`config.mk`:
```
export PLATFORM = sky130hd
export DESIGN_NAME = mwl_interp
export DESIGN_NICKNAME = d
export VERILOG_FILES = /design/src/rtl/core/mwl_pkg.sv /design/src/rtl/core/mwl_interp.sv
export SDC_FILE = /design/constraint.sdc
export NUM_CORES = 1
export LEC_CHECK = 0
export BUFFER_PORTS_ARGS = -buffer_cell sky130_fd_sc_hd__buf_2
export CORE_MARGIN = 10
export CORE_UTILIZATION = 50
export CTS_CLUSTER_DIAMETER = 120
export DETAILED_ROUTE_END_ITERATION = 12
export GPL_TIMING_DRIVEN = 0
export PLACE_DENSITY = 0.76
export SLEW_MARGIN = 20
export SYNTH_ARGS = -nofsm -noshare
export SYNTH_HDL_FRONTEND = slang
export SYNTH_SLANG_ARGS = --single-unit
```
`constraint.sdc`:
```
create_clock -name clk -period 10 [get_ports clk]
set_input_delay 1.5 -clock clk [delete_from_list [all_inputs] [get_ports clk]]
set_output_delay 1.5 -clock clk [all_outputs]
set_load 0.05 [all_outputs]
```
`src/rtl/core/mwl_pkg.sv`:
```
`default_nettype none

package mwl_pkg;

  // fixed field widths
  localparam int CMD_W   = 2;
  localparam int FREQ_W  = 24;
  localparam int PHASE_W = 32;
  localparam int FRAC_W  = 16;

  // request commands
  typedef enum logic [CMD_W-1:0] {
    CMD_WRITE_SAMPLE = 2'd0,
    CMD_WRITE_DESC   = 2'd1,
    CMD_READ         = 2'd2,
    CMD_IDLE         = 2'd3
  } cmd_t;

endpackage

`default_nettype wire

```
`src/rtl/core/mwl_interp.sv`:
```
`default_nettype none

module mwl_interp import mwl_pkg::*; #(
  parameter int SAMPLE_BITS = 16,
  parameter int TSEL_W      = 3
) (
  input  wire logic                          clk,
  input  wire logic                          rst,
  input  wire logic                          item_valid,
  input  wire logic signed [SAMPLE_BITS-1:0] a,
  input  wire logic signed [SAMPLE_BITS-1:0] b,
  input  wire logic        [FRAC_W-1:0]      frac,
  input  wire logic        [TSEL_W-1:0]      item_table,
  output logic                               done,
  output logic signed      [SAMPLE_BITS-1:0] sample_out,
  output logic             [TSEL_W-1:0]      table_used
);

  localparam int DIFF_W = SAMPLE_BITS + 1;
  localparam int PROD_W = DIFF_W + FRAC_W + 1;
  localparam int ACC_W  = SAMPLE_BITS + FRAC_W + 2;
  localparam logic signed [ACC_W-1:0] ROUND = ACC_W'(1) <<< (FRAC_W - 1);

  logic signed [DIFF_W-1:0]      diff;
  logic signed [PROD_W-1:0]      prod_next;
  logic                          s5_valid;
  logic signed [PROD_W-1:0]      s5_prod;
  logic signed [SAMPLE_BITS-1:0] s5_a;
  logic        [TSEL_W-1:0]      s5_table;
  logic signed [ACC_W-1:0]       acc;

  // slope times fraction: a + (b - a) * f
  assign diff      = {b[SAMPLE_BITS-1], b} - {a[SAMPLE_BITS-1], a};
  assign prod_next = diff * $signed({1'b0, frac});

  // product stage
  always_ff @(posedge clk) begin
    if (rst) begin
      s5_valid <= 1'b0;
    end else begin
      s5_valid <= item_valid;
    end
  end

  always_ff @(posedge clk) begin
    s5_prod  <= prod_next;
    s5_a     <= a;
    s5_table <= item_table;
  end

  // add base, round half up, floor shift
  assign acc = {{2{s5_a[SAMPLE_BITS-1]}}, s5_a, {FRAC_W{1'b0}}} + ACC_W'(s5_prod) + ROUND;

  // output register
  always_ff @(posedge clk) begin
    if (rst) begin
      done <= 1'b0;
    end else begin
      done <= s5_valid;
    end
  end

  always_ff @(posedge clk) begin
    sample_out <= acc[FRAC_W +: SAMPLE_BITS];
    table_used <= s5_table;
  end

endmodule

`default_nettype wire

```
==> results by group, run 1 <==
Yosys
  • Top-area cell type share of the netlist area: 0.411
  • Synth cell types: 61
  • Synth Register Bits: 57
  • Post-synth net total: 1835
  • Sequential share of the synthesized area: 0.0897
  • Synthesized area per cell: 9.05 um^2
  • Cell Area, Synth: 0.0127 mm^2
  • Gate Count Post-Synth: 1405
  • Most common flop cell mapped by yosys: dfxtp_1
  • Area leader, netlist: fa_1
  • Ranking of synthesized cells by area: fa_1 (41%), ha_1 (11%), inv_1 (10%)
  • EDFF count, synth: 0
  • Share of flip-flops with an asynchronous set or reset: 0
  • Yosys warns: 0

Clocking
  • Clock Tree Buf Depth: 2
  • Post-CTS setup buffer count: 0
  • Root buffer cell: clkbuf_16
  • Clk slew on worst S/H paths: 50 ps
  • Num CTS Buffers: 9
  • CTS Sinks: 57
  • Worst skew pair latency: 330 ps
  • Hold_buf cts: 0
  • Htree depth: 3
  • CTS tree: yes

Route
  • Via-to-Cell Ratio: 5.27
  • Metal3 WL: 2570 um
  • Drt pass-1 iters: 5
  • M1 WL: 12300 um
  • Final ANT Viol Nets: 0
  • Routed wl met2: 15500 um
  • Routed len/inst: 17.3 um
  • Drt drc: 0
  • Initial DRC count: 709
  • Vias: 9597
  • Routed WL: 31500 um
  • Uppermost routed layer: met4

Job
  • Max cap viols: 0

Timing
  • Clock skew: 8.34 ps
  • Hold Fails Final Rpt: 0
  • Fin crit share: 0.961
  • Fmax: 104 MHz
  • Final setup fails: 0
  • Final Critical Period: 9610 ps
  • Worst slew pin tran: 1250 ps
  • Slew HR: 0.161
  • Max-slew violations: 0
  • Unrepaired setup endpoints after global routing: false
  • Final worst slack: 394 ps

GRT
  • GR Overflow Total: 0
  • First-pass GRT wire length: 51600 um
  • GRT Resource Usage Total: 0.197
  • Initial antenna violation count: 0
  • Largest net degree at the start of global routing: 11
  • Vias in the first global route: 10300

Finish
  • Share of cells above drive strength 1: 0.0738
  • Layout area overhead: 8.63%
  • Ant diodes: 0
  • Final Net Count: 1915

Die
  • Die area: 0.0322 mm^2
  • # rows: 58
  • IO Pins: 74
  • Core ar.: 0.0251 mm^2
  • Die Y: 179 um
  • Die Wd: 179 um
  • Initial Util: 0.506

Min path
  • HP Class: reg -> reg
  • Hold path start: s5_table[2]

Place
  • DP HPWL: 26400 um
  • GP Congestion: 0.939
  • Post-place setup slack: -273 ps
  • IO buf count: 70

Worst setup path
  • Setup CP Type: in -> reg
  • CP endpoint kind: flop
  • Worst path max stage delay: 850 ps
  • CP max-delay cell: xnor2_1
  • Crit-path max FO: 10
  • Reg2Reg Setup Slack: 7420 ps
  • CP startpoint kind: primary input
  • Most frequent CP cell: fa_1
  • Worst r2r src: s5_prod[15]
  • CP arrival: 9810 ps
  • Crit path launch: a[0]
  • WP data required: 10200 ps

Status
  • Status: complete, no violations
## placed cells by master, fill, tap and decap left out, types with 4 or more instances in the layout
master     Yosys  final
and3_1        11     11
nand2_1      133    132
or3_1          6      6
nand3_1       21     21
nor3_1         7      7
o21a_1         9      9
ha_1         115    115
a31oi_1        6      6
clkbuf_16      0      9
nor2_1        32     32
dfxtp_1       57     57
xnor2_2        0      6
and2_1       117    117
buf_2          2     72
inv_1        354    354
fa_1         261    260
a21oi_1       37     37
xor2_1        12     11
nand2b_1      15     15
o21bai_1       4      4
o21ai_0       21     20
clkbuf_1      38     37
a311oi_1       4      4
a21o_1        11     11
nand4_1        4      4
xnor2_1       50     44
nor2b_1       28     28
## worst paths after layout
path                                  endpoint  cells after the start
worst max register to register  sample_out[15]                      9
worst min-delay path             table_used[2]                      0
worst min register to register   table_used[2]                      0
worst max-delay path               s5_prod[31]                     27
## cells by family (layout without fill, tap and decap cells)
family / after synthesis / count (layout) / synth area share
xor+xnor: 63 / 63 / 0.0445
flops: 57 / 57 / 0.0897
fa+ha+maj: 376 / 376 / 0.524
simple gates: 385 / 385 / 0.156
compound gates: 128 / 128 / 0.0682
buf+inv: 396 / 481 / 0.117
## synthesized netlist by cell type, types with 12 or more instances
library cell	n
a21oi_1	37
and2_1	117
clkbuf_1	38
dfxtp_1	57
fa_1	261
ha_1	115
inv_1	354
nand2_1	133
nand2b_1	15
nand3_1	21
nor2_1	32
nor2b_1	28
o21ai_0	21
xnor2_1	50
xor2_1	12
## critical path, delay by kind of cell
family,cells,cell delay (ps)
fa+ha+maj,9,3900
compound gates,7,1850
xor+xnor,2,1180
buf+inv,5,800
simple gates,4,560
## registers in the layout, indices dropped and copies added (netlist names)
name	cells
s5_a	16
done	1
s5_prod	17
s5_valid	1
sample_out	16
s5_table	3
table_used	3
## metal layers
metal,track usage,vias up
li1,-,4372
met1,0.238,4746
met2,0.341,388
met3,0.0412,91
met4,0.0652,0
met5,0,-
## cell type report
cell class                 count  area, um^2
clock buffer                  14         264
inverter                     354        1330
buffer                        41         164
multi-input combinational    952       10100
tap                          330         413
fill                        2246       11300
sequential                    57        1140
timing repair buffer          70         350
clock inverter                 2        12.5
## repair_timing
item,in CTS,in global routing
setup endpoints to repair,1,8
gates resized for setup,1,16
pin swaps,0,0
hold endpoints to repair,0,0
## through the flow
| stage | TNS [ps] | util | instance area (um^2) | std cells | hold WS, ps |
|---|---|---|---|---|---|
| floorplan | 0 | - | 12700 | 1405 | 310 |
| global placement | -615 | 0.537 | 13500 | 1805 | 310 |
| detailed placement | -1260 | 0.537 | 13500 | 1805 | 314 |
| CTS | 0 | 0.548 | 13800 | 1821 | 327 |
| global route | 0 | 0.550 | 13800 | 1820 | 338 |
| finish | 0 | 0.550 | 13800 | 1820 | 325 |
Power of run 1 is not shown: default switching activity piles up to over one toggle a cycle in this logic, so the estimate is an artifact.
==> run 2, diff against run 1 <==
- RECOVER_POWER: unset -> 25
==> results by group, run 2 (same netlist as run 1, synthesis figures left out) <==
Status
  • Status: complete, no violations

Route
  • Metal3 WL: 2580 um
  • Initial DRC count: 709
  • Drt drc: 0
  • M1 WL: 12300 um
  • Routed wl met2: 15500 um
  • Uppermost routed layer: met4
  • Via-to-Cell Ratio: 5.27
  • Routed WL: 31500 um
  • Final ANT Viol Nets: 0
  • Vias: 9598
  • Drt pass-1 iters: 5
  • Routed len/inst: 17.3 um

Timing
  • Slew HR: 0.164
  • Final worst slack: 395 ps
  • Fin crit share: 0.960
  • Fmax: 104 MHz
  • Final setup fails: 0
  • Clock skew: 8.43 ps
  • Max-slew violations: 0
  • Worst slew pin tran: 1240 ps
  • Final Critical Period: 9600 ps
  • Unrepaired setup endpoints after global routing: false
  • Hold Fails Final Rpt: 0

Worst setup path
  • Worst path max stage delay: 850 ps
  • CP max-delay cell: xnor2_1
  • WP buf/inv: 5
  • CP startpoint kind: primary input
  • CP delay by family, top: adder cells
  • CP arrival: 9810 ps
  • Most frequent CP cell: fa_1
  • Crit-path max FO: 10
  • CP endpoint kind: flop
  • WP data required: 10200 ps
  • Setup CP Type: in -> reg

Clocking
  • Clk slew on worst S/H paths: 50 ps
  • CTS Sinks: 57
  • Worst skew pair latency: 330 ps
  • Num CTS Buffers: 9
  • Clock Tree Buf Depth: 2
  • Htree depth: 3
  • Post-CTS setup buffer count: 0
  • Root buffer cell: clkbuf_16
  • CTS tree: yes

Place
  • Post-place setup slack: -273 ps
  • GP Congestion: 0.939
  • IO buf count: 70
  • DP HPWL: 26400 um

Die
  • # rows: 58
  • IO Pins: 74
  • Core ar.: 0.0251 mm^2
  • Initial Util: 0.506
  • Die Wd: 179 um
  • Die area: 0.0322 mm^2
  • Die Y: 179 um

Finish
  • Multi-input gate area: 0.0101 mm^2
  • Max reg flops: 17
  • Final Net Count: 1915
  • Share of cells above drive strength 1: 0.0725
  • Layout area overhead: 8.61%
  • Reg area: 0.00114 mm^2
  • Most frequent cells in the layout: inv_1 (354), fa_1 (260), nand2_1 (132), and2_1 (117), ha_1 (115)
  • Most common cell after layout, fill and taps aside: inv_1
  • Ant diodes: 0
  • # fillers: 2247
  • Reg with most FFs: s5_prod
  • Top flop regs: s5_prod: 17 flops, s5_a: 16 flops, sample_out: 16 flops

Min path
  • HP Class: reg -> reg

GRT
  • Largest net degree at the start of global routing: 11
  • Initial antenna violation count: 0
  • Vias in the first global route: 10300
  • GRT Resource Usage Total: 0.197
  • First-pass GRT wire length: 51600 um
  • GR Overflow Total: 0

Job
  • Max cap viols: 0
## run 2: cell types whose count changed in the layout (fill, tap and decap cells not counted)
cell,change
buf_2,-2
clkbuf_1,+2
## run 2: final timing paths
kind / cells past startpoint / startpoint / slack [ps] / to
worst min register to register: 0 / s5_table[2] / 330 / table_used[2]
worst min-delay path: 0 / s5_table[2] / 330 / table_used[2]
worst max register to register: 9 / s5_prod[15] / 7420 / sample_out[15]
worst max-delay path: 27 / a[0] / 400 / s5_prod[31]
## run 2: what timing repair did
item / in CTS / in global routing
gates resized for setup: 1 / 16
hold endpoints to repair: 0 / 0
hold buffers: 0 / 0
setup endpoints to repair: 1 / 8
## run 2: final cells by class
class / instances / area share
multi-input combinational: 952 / 0.734
inverter: 354 / 0.0962
sequential: 57 / 0.0826
tap: 330 / 0.0299
timing repair buffer: 70 / 0.0252
clock buffer: 14 / 0.0191
buffer: 41 / 0.0119
clock inverter: 2 / 0.000906
## run 2: layer usage
layer | GRT usage | vias up
met5 | 0 | -
met4 | 0.0652 | 0
met3 | 0.0412 | 91
met2 | 0.341 | 390
met1 | 0.238 | 4744
li1 | - | 4373
## run 2: stage by stage
stage	utilization	hold slack [ps]	cells	instance area (um^2)	setup TNS [ps]
after floorplan	-	310	1405	12700	0
after global placement	0.537	310	1805	13500	-615
after detailed placement	0.537	314	1805	13500	-1260
after CTS	0.548	327	1821	13800	0
after global routing	0.550	338	1820	13800	0
final	0.550	325	1820	13800	0
## run 2: worst reg2reg max path, stage by stage (launching register included)
cell and delay, ps:
dfxtp_1 320, inv_1 60, fa_1 450, inv_1 70, a21oi_1 80, o21bai_1 290
a311oi_1 210, o311a_1 430, o31a_1 370, a211oi_1 220
Power of run 2 is left out for the same reason.
